[src/hw/rtl/lfpd_pkg.sv]
// Package for the length-framed packet deframer.
// Holds register indexes, opcodes, result kinds, limits and the slot config type.
// No dependencies.
package lfpd_pkg;

    localparam int NODE_SLOTS   = 4;
    localparam int LENGTH_LIMIT = 2048;
    localparam int SLOT_COUNT   = (NODE_SLOTS < 4) ? NODE_SLOTS : 4;

    localparam int CFG_ADDR_W = 3;
    localparam int CFG_DATA_W = 32;

    localparam logic [CFG_ADDR_W-1:0] REG_HEADER_BYTE   = 3'd0;
    localparam logic [CFG_ADDR_W-1:0] REG_FOOTER_BYTE   = 3'd1;
    localparam logic [CFG_ADDR_W-1:0] REG_CHECK_BYTE    = 3'd2;
    localparam logic [CFG_ADDR_W-1:0] REG_BROADCAST_ID  = 3'd3;
    localparam logic [CFG_ADDR_W-1:0] REG_NODE_IDS      = 3'd4;
    localparam logic [CFG_ADDR_W-1:0] REG_NODE_ENABLE   = 3'd5;
    localparam logic [CFG_ADDR_W-1:0] REG_TIMEOUT_TICKS = 3'd6;
    localparam logic [CFG_ADDR_W-1:0] REG_MAX_LENGTH    = 3'd7;

    localparam logic OP_BYTE = 1'b0;
    localparam logic OP_TICK = 1'b1;

    localparam logic [1:0] KIND_PAYLOAD = 2'd0;
    localparam logic [1:0] KIND_ACCEPT  = 2'd1;
    localparam logic [1:0] KIND_DROP    = 2'd2;

    localparam logic [11:0] LENGTH_LIMIT_W  = 12'(LENGTH_LIMIT);
    localparam logic [11:0] MIN_LENGTH      = 12'd4;
    localparam logic [7:0]  CHECK_BYTE_RST  = 8'hdd;
    localparam logic [7:0]  BROADCAST_RST   = 8'hff;
    localparam logic [15:0] TIMEOUT_RST     = 16'd300;
    localparam logic [11:0] MAX_LENGTH_RST  = 12'd2048;

    typedef struct packed {
        logic [31:0] node_ids;
        logic [3:0]  node_enable;
        logic [7:0]  broadcast_id;
    } slot_cfg_t;

endpackage

[src/hw/rtl/lfpd_slot_match.sv]
// Destination filter: maps a destination byte to the set of node slots it reaches.
// Depends on lfpd_pkg (slot_cfg_t, SLOT_COUNT).
module lfpd_slot_match
(
    input  lfpd_pkg::slot_cfg_t cfg,
    input  logic [7:0]          dest,
    output logic [3:0]          mask
);

    always_comb
    begin
        for (int i = 0; i < 4; i++)
        begin
            mask[i] = (i < lfpd_pkg::SLOT_COUNT) && cfg.node_enable[i] &&
                      ((cfg.node_ids[8*i +: 8] == dest) || (dest == cfg.broadcast_id));
        end
    end

endmodule

[src/hw/rtl/length_framed_packet_deframer_unit.sv]
// Length-framed packet deframer, top level.
// A result is registered and appears on m_* in the cycle after its request.
// Throughput: one request per cycle; s_tready drops only while a result is held.
// Reset (rst_n low, async): receiver idle, output empty, config at default values.
// Depends on lfpd_pkg and lfpd_slot_match.
module length_framed_packet_deframer_unit
(
    input  logic        clk,
    input  logic        rst_n,
    // config write port
    input  logic        cfg_wr_en,
    input  logic [lfpd_pkg::CFG_ADDR_W-1:0] cfg_addr,
    input  logic [lfpd_pkg::CFG_DATA_W-1:0] cfg_wdata,
    // input stream
    input  logic        s_tvalid,
    output logic        s_tready,
    input  logic [7:0]  s_tdata,   // [7:0] rx_byte
    input  logic        s_tuser,   // [0] opcode
    // output stream
    output logic        m_tvalid,
    input  logic        m_tready,
    output logic [15:0] m_tdata,   // [7:0] out_byte, [11:8] node_mask, [15:12] zero
    output logic [1:0]  m_tuser    // [1:0] kind
);

    localparam logic [2:0] PH_IDLE   = 3'd0;
    localparam logic [2:0] PH_LEN_LO = 3'd1;
    localparam logic [2:0] PH_LEN_HI = 3'd2;
    localparam logic [2:0] PH_DEST   = 3'd3;
    localparam logic [2:0] PH_BODY   = 3'd4;
    localparam logic [2:0] PH_FOOTER = 3'd5;
    localparam logic [2:0] PH_CHECK  = 3'd6;

    // config registers
    logic [7:0]  header_byte_reg;
    logic [7:0]  footer_byte_reg;
    logic [7:0]  check_byte_reg;
    logic [7:0]  broadcast_id_reg;
    logic [31:0] node_ids_reg;
    logic [3:0]  node_enable_reg;
    logic [15:0] timeout_ticks_reg;
    logic [11:0] max_length_reg;

    // frame state
    logic [2:0]  phase_reg,      phase_next;
    logic [7:0]  len_lo_reg,     len_lo_next;
    logic [11:0] frame_len_reg,  frame_len_next;
    logic [11:0] byte_idx_reg,   byte_idx_next;
    logic        footer_ok_reg,  footer_ok_next;
    logic [3:0]  match_mask_reg, match_mask_next;
    logic [15:0] tick_cnt_reg,   tick_cnt_next;
    logic        timer_run_reg,  timer_run_next;

    // output register
    logic        out_valid_reg;
    logic [1:0]  out_kind_reg,   out_kind_next;
    logic [7:0]  out_byte_reg,   out_byte_next;
    logic [3:0]  out_mask_reg;
    logic        emit;

    logic        s_accept;
    logic [15:0] len_full;
    logic [11:0] len_lim;
    logic [11:0] idx_inc;
    logic [15:0] tick_inc;
    logic [3:0]  dest_mask;
    lfpd_pkg::slot_cfg_t slot_cfg;

    assign s_tready = !out_valid_reg || m_tready;
    assign s_accept = s_tvalid && s_tready;

    assign slot_cfg.node_ids     = node_ids_reg;
    assign slot_cfg.node_enable  = node_enable_reg;
    assign slot_cfg.broadcast_id = broadcast_id_reg;

    lfpd_slot_match u_slot_match
    (
        .cfg  (slot_cfg),
        .dest (s_tdata),
        .mask (dest_mask)
    );

    assign len_full = {s_tdata, len_lo_reg};
    assign len_lim  = (max_length_reg < lfpd_pkg::LENGTH_LIMIT_W) ? max_length_reg
                                                                  : lfpd_pkg::LENGTH_LIMIT_W;
    assign idx_inc  = byte_idx_reg + 12'd1;
    assign tick_inc = tick_cnt_reg + 16'd1;

    always_comb
    begin
        phase_next      = phase_reg;
        len_lo_next     = len_lo_reg;
        frame_len_next  = frame_len_reg;
        byte_idx_next   = byte_idx_reg;
        footer_ok_next  = footer_ok_reg;
        match_mask_next = match_mask_reg;
        tick_cnt_next   = tick_cnt_reg;
        timer_run_next  = timer_run_reg;
        emit            = 1'b0;
        out_kind_next   = lfpd_pkg::KIND_PAYLOAD;
        out_byte_next   = 8'd0;

        if (s_tuser == lfpd_pkg::OP_TICK)
        begin
            if (timer_run_reg && (phase_reg != PH_IDLE))
            begin
                tick_cnt_next = tick_inc;
                if ((tick_inc >= timeout_ticks_reg) || (tick_inc == 16'd0))
                begin
                    phase_next     = PH_IDLE;
                    timer_run_next = 1'b0;
                    tick_cnt_next  = 16'd0;
                    if (phase_reg >= PH_BODY)
                    begin
                        emit          = 1'b1;
                        out_kind_next = lfpd_pkg::KIND_DROP;
                    end
                end
            end
        end
        else
        begin
            if (phase_reg != PH_IDLE)
            begin
                tick_cnt_next = 16'd0;
            end
            case (phase_reg)
                PH_IDLE:
                begin
                    if (s_tdata == header_byte_reg)
                    begin
                        phase_next      = PH_LEN_LO;
                        tick_cnt_next   = 16'd0;
                        timer_run_next  = 1'b1;
                        match_mask_next = 4'd0;
                        footer_ok_next  = 1'b0;
                        byte_idx_next   = 12'd0;
                    end
                end
                PH_LEN_LO:
                begin
                    len_lo_next = s_tdata;
                    phase_next  = PH_LEN_HI;
                end
                PH_LEN_HI:
                begin
                    if ((len_full > {4'd0, len_lim}) || (len_full < {4'd0, lfpd_pkg::MIN_LENGTH}))
                    begin
                        phase_next     = PH_IDLE;
                        timer_run_next = 1'b0;
                        tick_cnt_next  = 16'd0;
                    end
                    else
                    begin
                        frame_len_next = len_full[11:0];
                        byte_idx_next  = 12'd0;
                        phase_next     = PH_DEST;
                    end
                end
                PH_DEST:
                begin
                    match_mask_next = dest_mask;
                    phase_next      = PH_BODY;
                end
                PH_BODY:
                begin
                    byte_idx_next = idx_inc;
                    if (idx_inc >= (frame_len_reg - 12'd3))
                    begin
                        phase_next = PH_FOOTER;
                    end
                    emit          = 1'b1;
                    out_kind_next = lfpd_pkg::KIND_PAYLOAD;
                    out_byte_next = s_tdata;
                end
                PH_FOOTER:
                begin
                    footer_ok_next = (s_tdata == footer_byte_reg);
                    phase_next     = PH_CHECK;
                end
                PH_CHECK:
                begin
                    phase_next     = PH_IDLE;
                    timer_run_next = 1'b0;
                    tick_cnt_next  = 16'd0;
                    emit           = 1'b1;
                    out_kind_next  = (footer_ok_reg && (s_tdata == check_byte_reg))
                                     ? lfpd_pkg::KIND_ACCEPT : lfpd_pkg::KIND_DROP;
                end
                default:
                begin
                    phase_next     = PH_IDLE;
                    timer_run_next = 1'b0;
                    tick_cnt_next  = 16'd0;
                end
            endcase
        end
    end

    always_ff @(posedge clk or negedge rst_n)
    begin
        if (!rst_n)
        begin
            header_byte_reg   <= 8'd0;
            footer_byte_reg   <= 8'd0;
            check_byte_reg    <= lfpd_pkg::CHECK_BYTE_RST;
            broadcast_id_reg  <= lfpd_pkg::BROADCAST_RST;
            node_ids_reg      <= 32'd0;
            node_enable_reg   <= 4'd0;
            timeout_ticks_reg <= lfpd_pkg::TIMEOUT_RST;
            max_length_reg    <= lfpd_pkg::MAX_LENGTH_RST;
        end
        else if (cfg_wr_en)
        begin
            case (cfg_addr)
                lfpd_pkg::REG_HEADER_BYTE:   header_byte_reg   <= cfg_wdata[7:0];
                lfpd_pkg::REG_FOOTER_BYTE:   footer_byte_reg   <= cfg_wdata[7:0];
                lfpd_pkg::REG_CHECK_BYTE:    check_byte_reg    <= cfg_wdata[7:0];
                lfpd_pkg::REG_BROADCAST_ID:  broadcast_id_reg  <= cfg_wdata[7:0];
                lfpd_pkg::REG_NODE_IDS:      node_ids_reg      <= cfg_wdata;
                lfpd_pkg::REG_NODE_ENABLE:   node_enable_reg   <= cfg_wdata[3:0];
                lfpd_pkg::REG_TIMEOUT_TICKS: timeout_ticks_reg <= cfg_wdata[15:0];
                lfpd_pkg::REG_MAX_LENGTH:    max_length_reg    <= cfg_wdata[11:0];
                default:                     header_byte_reg   <= header_byte_reg;
            endcase
        end
    end

    always_ff @(posedge clk or negedge rst_n)
    begin
        if (!rst_n)
        begin
            phase_reg      <= PH_IDLE;
            len_lo_reg     <= 8'd0;
            frame_len_reg  <= 12'd0;
            byte_idx_reg   <= 12'd0;
            footer_ok_reg  <= 1'b0;
            match_mask_reg <= 4'd0;
            tick_cnt_reg   <= 16'd0;
            timer_run_reg  <= 1'b0;
        end
        else if (s_accept)
        begin
            phase_reg      <= phase_next;
            len_lo_reg     <= len_lo_next;
            frame_len_reg  <= frame_len_next;
            byte_idx_reg   <= byte_idx_next;
            footer_ok_reg  <= footer_ok_next;
            match_mask_reg <= match_mask_next;
            tick_cnt_reg   <= tick_cnt_next;
            timer_run_reg  <= timer_run_next;
        end
    end

    always_ff @(posedge clk or negedge rst_n)
    begin
        if (!rst_n)
        begin
            out_valid_reg <= 1'b0;
        end
        else if (s_accept)
        begin
            out_valid_reg <= emit;
        end
        else if (m_tready)
        begin
            out_valid_reg <= 1'b0;
        end
    end

    // result payload; mask is the frame's mask before this request updates it
    always_ff @(posedge clk)
    begin
        if (s_accept && emit)
        begin
            out_kind_reg <= out_kind_next;
            out_byte_reg <= out_byte_next;
            out_mask_reg <= match_mask_reg;
        end
    end

    assign m_tvalid = out_valid_reg;
    assign m_tuser  = out_kind_reg;
    assign m_tdata  = {4'd0, out_mask_reg, out_byte_reg};

    a_ready_when_empty: assert property (@(posedge clk) disable iff (!rst_n)
        !out_valid_reg |-> s_tready)
        else $error("input stalled with empty output register");

    a_timer_tracks_phase: assert property (@(posedge clk) disable iff (!rst_n)
        timer_run_reg == (phase_reg != PH_IDLE))
        else $error("timer state disagrees with frame phase");

    a_body_byte_emits: assert property (@(posedge clk) disable iff (!rst_n)
        s_accept && (s_tuser == lfpd_pkg::OP_BYTE) && (phase_reg == PH_BODY)
        |=> m_tvalid && (m_tuser == lfpd_pkg::KIND_PAYLOAD))
        else $error("body byte did not produce a payload result");

    a_end_byte_zero: assert property (@(posedge clk) disable iff (!rst_n)
        m_tvalid && (m_tuser != lfpd_pkg::KIND_PAYLOAD) |-> (m_tdata[7:0] == 8'd0))
        else $error("frame end result carries nonzero byte");

endmodule

[config.mk]
export PLATFORM = sky130hd
export DESIGN_NAME = length_framed_packet_deframer_unit
export DESIGN_NICKNAME = d
export VERILOG_FILES = /design/src/hw/rtl/lfpd_pkg.sv /design/src/hw/rtl/lfpd_slot_match.sv /design/src/hw/rtl/length_framed_packet_deframer_unit.sv
export SDC_FILE = /design/constraint.sdc
export NUM_CORES = 1
export LEC_CHECK = 0
export BUFFER_PORTS_ARGS = -buffer_cell sky130_fd_sc_hd__buf_2
export CAP_MARGIN = 10
export CELL_PAD_IN_SITES_DETAIL_PLACEMENT = 0
export CELL_PAD_IN_SITES_GLOBAL_PLACEMENT = 1
export CORE_ASPECT_RATIO = 0.6
export CORE_UTILIZATION = 53
export CTS_CLUSTER_DIAMETER = 30
export DETAILED_ROUTE_END_ITERATION = 6
export PLACE_DENSITY = 0.84
export SLEW_MARGIN = 25
export SYNTH_ARGS = -nofsm -noshare
export SYNTH_HDL_FRONTEND = slang
export SYNTH_SLANG_ARGS = --single-unit
[constraint.sdc]
create_clock -name clk -period 5.6 [get_ports clk]
set_input_delay 0.84 -clock clk [delete_from_list [all_inputs] [get_ports clk]]
set_output_delay 0.84 -clock clk [all_outputs]
set_load 0.01 [all_outputs]
---- Word level (Yosys, flattened, before mapping) ----
Index checks and enable logic that the tools add are counted.
word-level totals
  flip-flop bits (word level) ............. 168
  input bits .............................. 49
  output and inout bits ................... 20
  word-level logic and storage cells ...... 145
operators by class
  add/subtract/negate cells ............... 3
  $lt $le $gt $ge ......................... 6
  eq/ne operators ......................... 29
  mux-type cells .......................... 41
  bitwise gates (word level) .............. 3
  reduce and logical (&&, ||, !) cells .... 43
operators by type and width
  kind                   number
  $mux 16                6
  $eq 8x8->1             8
  $pmux 16 s3            1
  $mux 12                3
  $pmux 12 s3            1
  $eq 3x3->1 const B     7
  $pmux 3 s6             1
  $reduce_and 2->1       9
  $add 16x1->16 const B  1
  $ge 16x16->1           1
  $gt 16x12->1           1
  $logic_not 16->1       1
  $lt 16x3->1 const B    1
  $mux 3                 5
  $mux 2                 7
  $mux 1                 13
  $add 12x1->12 const B  1
  $eq 3x2->1 const B     4
  $ge 12x12->1           1
  $lt 12x12->1 const B   1
  $reduce_and 4->1       3
  $sub 12x2->12 const B  1
  $reduce_and 5->1       2
  $ne 3x3->1 const B     3
  other kinds (19)       43

---- Depth between registers and ports, before layout ----
  depth in word-level cells ............... 7
  gate-level depth with buffers ........... 15
  mapped depth without buffers ............ 13

---- Modules after synthesis ----
Synthesis repeated with hierarchy kept, for this count alone.
second synthesis, totals
  cell total of the unflattened synthesis .. 798
  area total of the unflattened synthesis .. 9245.1 µm²
by module, submodules not included
  module                              times used  cells an instance  area an instance (µm²)  sequential area each (µm²)
  length_framed_packet_deframer_unit  1           731                8717.1                  4297.9
  lfpd_slot_match                     1           67                 528.0                   0.0

---- Worst setup path before layout ----
Ideal clock, no wire load.
  path kind ............................... register -> register
  start point ............................. register tick_cnt_reg[3]
  end point ............................... register out_kind_reg[0] (netlist: m_tuser[0]) (enable)
  setup time .............................. 375 ps
  arrival time ............................ 2982 ps
  data required time ...................... 5225 ps
  setup slack ............................. 2243 ps
  stages on the path, launching flop included .. 13
  path buffers ............................ 2
  period minus slack after synthesis ...... 3357 ps
  cells stage by stage .................... dfrtp_1 -> buf_4 -> nand4_2 -> or4_1 -> buf_2 -> xnor2_1 -> ha_1 -> and4_1 -> and3_1 -> a211oi_1 -> o21a_1 -> or2_1 -> a21oi_2
on the way
  cells in the longest elaborated chain, start to end .. 7
  elaborated cells on any way between the ends .. 8
  those cells by class .................... add/sub (1); order compare (1); mux (3); reduce/logical (3)
ends and longest elaborated chain
  element                                                  RTL line                                   RTL
  start, declared                                          length_framed_packet_deframer_unit.sv:51   logic [15:0] tick_cnt_reg, tick_cnt_next;
  start signal, assigned                                   length_framed_packet_deframer_unit.sv:250  tick_cnt_reg <= tick_cnt_next;
  $add 16x1->16 (*)                                        length_framed_packet_deframer_unit.sv:87   assign tick_inc = tick_cnt_reg + 16'd1;
  $ge 16x16->1 / $logic_not 16->1 (equally long branches)  length_framed_packet_deframer_unit.sv:108  if ((tick_inc >= timeout_ticks_reg) || (tick_inc == 16'd0))
  $logic_or 1x1->1 (*)                                     length_framed_packet_deframer_unit.sv:108
  $mux 1 (*)                                               length_framed_packet_deframer_unit.sv:108
  $mux 1 (*)                                               length_framed_packet_deframer_unit.sv:105  if (timer_run_reg && (phase_reg != PH_IDLE))
  $mux 1 (*)                                               length_framed_packet_deframer_unit.sv:103  if (s_tuser == lfpd_pkg::OP_TICK)
  $logic_and 1x1->1 (*)                                    length_framed_packet_deframer_unit.sv:274  if (s_accept && emit)
  end signal, assigned                                     length_framed_packet_deframer_unit.sv:276  out_kind_reg <= out_kind_next;
  end, declared                                            length_framed_packet_deframer_unit.sv:56   logic [1:0] out_kind_reg, out_kind_next;
Every way passes the cells marked *; elsewhere a longest branch is shown, timed or not.
A chain may end at the register's enable or synchronous reset.

---- Worst setup path in the final report ----
  start point ............................. register tick_cnt_reg[0]
  end point ............................... register out_mask_reg[0] (enable)
on the way
  cells in the longest elaborated chain, start to end .. 7
  elaborated cells on any way between the ends .. 8
  those cells by class .................... add/sub (1); order compare (1); mux (3); reduce/logical (3)
ends and longest elaborated chain
  element                                                  RTL line                                   RTL
  $add 16x1->16 (*)                                        length_framed_packet_deframer_unit.sv:87
  $ge 16x16->1 / $logic_not 16->1 (equally long branches)  length_framed_packet_deframer_unit.sv:108
  $logic_or 1x1->1 (*)                                     length_framed_packet_deframer_unit.sv:108
  $mux 1 (*)                                               length_framed_packet_deframer_unit.sv:108
  $mux 1 (*)                                               length_framed_packet_deframer_unit.sv:105
  $mux 1 (*)                                               length_framed_packet_deframer_unit.sv:103
  $logic_and 1x1->1 (*)                                    length_framed_packet_deframer_unit.sv:274
  end signal, assigned                                     length_framed_packet_deframer_unit.sv:278  out_mask_reg <= match_mask_reg;
  end, declared                                            length_framed_packet_deframer_unit.sv:58   logic [3:0] out_mask_reg;
Marked as above.

==> metrics.txt <==
DP Wirelength=roughly 16 mm; Pre-antenna DRT Iters=5; worst path buffer plus inverter count=0; Setup TNS=0 ns; Setup crit start kind=register; commonest non-fill, non-tap cell in the layout=dfrtp_1; TritonCTS Buffers=17; GPL Wtd Cong=approximately 0.86; f_max=between 0.2 and 0.25 GHz; CP endpoint kind=register; nets@finish=approximately 940; Pwr Density=385 mW/mm²; via-per-instance ratio=5.81; worst reg-to-reg path cell count=12; synthesized netlist cell count=~800; Max Cap Viol=0; Post-CTS Hold Fix Bufs=0; core area=about 0.017 mm²; FF-to-FF Start=tick_cnt_reg[0]; # DRC=0; Die Span Y=~100 µm; Hold Path Class=input pin to async pin; number of port buffers=64; ANT nets after route=0; post_cts resized=0; clk root buf=clkbuf_16; antenna cells=0; initial antenna violation count=0; Largest register FFs=32; Crit path max-delay family=compound AO/OA/AOI/OAI gates; WS Path Type=register to register; Pins Over Slew Limit=0; max_slew headroom=approximately two fifths; layout cells sized above 1=27.6%; routed len/inst=slightly below 20 µm; Clock Sinks=approximately 170; Initial DRC Count=between 300 and 400; Hold WS=0.460 ns; H-tree depth=4; CTS tree=built; crit share post-route=74.8%; reg2reg end=out_mask_reg[0]; total power=~3.9 mW; num ports=between 60 and 70; GRT Residual Overflow=0; via count=approximately 6.3k; final setup violation count=0; Hold Violations, Final=0; slowest CP cell=o21a_1; outcome=finished clean; post-CTS setup buffer count=0; Worst Path Required=approximately 5.7 ns; Critical Path, Cell by Cell=ha_1, nand2_1, nor3_1, xor2_1, ha_1, a21oi_1, a21boi_0, o31a_1, a211oi_1, o21a_1, or2_1, a21oi_2; largest net degree at the start of global routing=95; Arrival @ worst endpoint=4.32 ns; register-to-register setup slack=1.41 ns; vias in the first global route=6370; CP max stage delay=roughly 0.6 ns; GRT Resource Usage Total=26.4%; min cycle time layout=between 4 and 5 ns; Initial Util=between 50% and 60%; most frequent cells in the layout=135 x dfrtp_1, 105 x mux2_2, 81 x xnor2_1; Top cell by count, worst path=ha_1; die width=between 150 and 200 µm; clock tree buffer depth=2; Layout area overhead=11.5%; Netlist cell types=64; ys flop type=dfrtp_1; skew final=0.0143 ns; Lkg Pwr=between 4 and 5 nW; post-synthesis sequential area ratio=between 40 and 50%; fraction of registers with async set/reset=between 90% and 100%; Row Count=36; RSZ-0062 raised after global routing=no; peak supply drop=~0.19 mV; Clock Pin Slew Worst Setup and Hold Paths=0.07 ns; die outline area=0.0177 mm²; Post-synth EDFFs=14; Worst Path Max Fanout=14; Detailed Route WL=approximately 22 mm; FF+latch count, synth=between 150 and 200; first-pass GRT wire length=approximately 35 mm; Worst Tran Pin Value=about 0.90 ns; Avg Cell Area, Syn=~11 µm²; Synth Warn #=0; Core Util, Final=slightly above 60%; worst skew pair latency=around 0.44 ns; Mapped Area=0.00911 mm²
synth_stat cells (all sizes together), types with 3 or more instances:
cell type	instances	share of area [%]
dfrtp	135	37
mux2	114	14
xnor2	81	7.8
ha	43	5.9
nand2	43	1.8
nor2	36	1.5
inv	30	1.2
o21ai	26	1.4
nand4	22	1.6
nand3	20	1.1
buf	19	1.3
dfstp	19	5.5
xor2	17	1.6
a21oi	16	0.92
clkbuf	16	0.66
nor3	15	0.88
edfxtp	14	4.6
a21o	13	1.1
a32o	10	1.1
and2	10	0.69
mux2i	8	0.88
and3	7	0.48
nand2b	7	0.48
a31oi	6	0.41
or3	6	0.41
or4	6	0.54
a211oi	5	0.47
nor4	5	0.34
o31ai	5	0.41
a2bb2oi	4	0.38
and4	4	0.38
nand4b	4	0.38
or2	4	0.27
nor2b	3	0.21
nor3b	3	0.25
o211ai	3	0.36
final cells by class:
class | instances | area (µm²)
clock buffers | 19 | 453
fillers | 1307 | 6370
inverters | 30 | 113
well taps | 228 | 285
flip-flops and latches | 168 | 4300
repair buffers | 67 | 349
clock inverters | 13 | 108
multi-input cells | 565 | 4550
cell families (layout without fill, tap and decap cells):
logic type               Yosys count  after routing  synth area share (%)
multiplexers                     122            122                  15.0
other                              1              4                0.0412
adder cells (fa/ha/maj)           43             43                  5.91
flip-flops                       168            168                  47.2
XOR/XNOR                          98             98                  9.43
AO/OA/AOI/OAI                    102            102                  7.90
buffers and inverters             65            129                  3.17
AND/OR/NAND/NOR                  196            196                  11.4
through the flow:
step	worst slack, ns	cells	cell area [µm²]
after global placement	1.59	1058	9580
after global routing	1.05	1090	10200
after floorplan	2.24	798	9120
final	1.41	1090	10200
after detailed placement	1.49	1058	9590
after CTS	1.47	1090	10200
layer usage:
layer | vias to the layer above | GRT usage (%) | share of wire (%)
met5 | - | 0 | 0
met4 | 0 | 6.82 | 0.77
met3 | 15 | 5.66 | 5.7
met2 | 180 | 38.5 | 43
met1 | 3177 | 39.7 | 50
li1 | 2957 | - | -
worst max-delay path by stage:
stage / end / depth (start not counted) / start / slack, ns
global route: out_byte_reg[4] / 12 / tick_cnt_reg[0] / 1.05
global placement: out_byte_reg[5] / 11 / tick_cnt_reg[3] / 1.59
CTS: out_byte_reg[5] / 11 / tick_cnt_reg[3] / 1.47
finish: out_mask_reg[0] / 12 / tick_cnt_reg[0] / 1.41
detailed placement: out_byte_reg[6] / 11 / tick_cnt_reg[3] / 1.49
floorplan: m_tuser[0] / 12 / tick_cnt_reg[3] / 2.24
report_power, final:
part / internal, mW / switching [mW]
Combinational: 0.514 / 0.549
Clock: 0.604 / 0.533
Sequential: 1.50 / 0.211
Power figures use the tool's default switching activity.
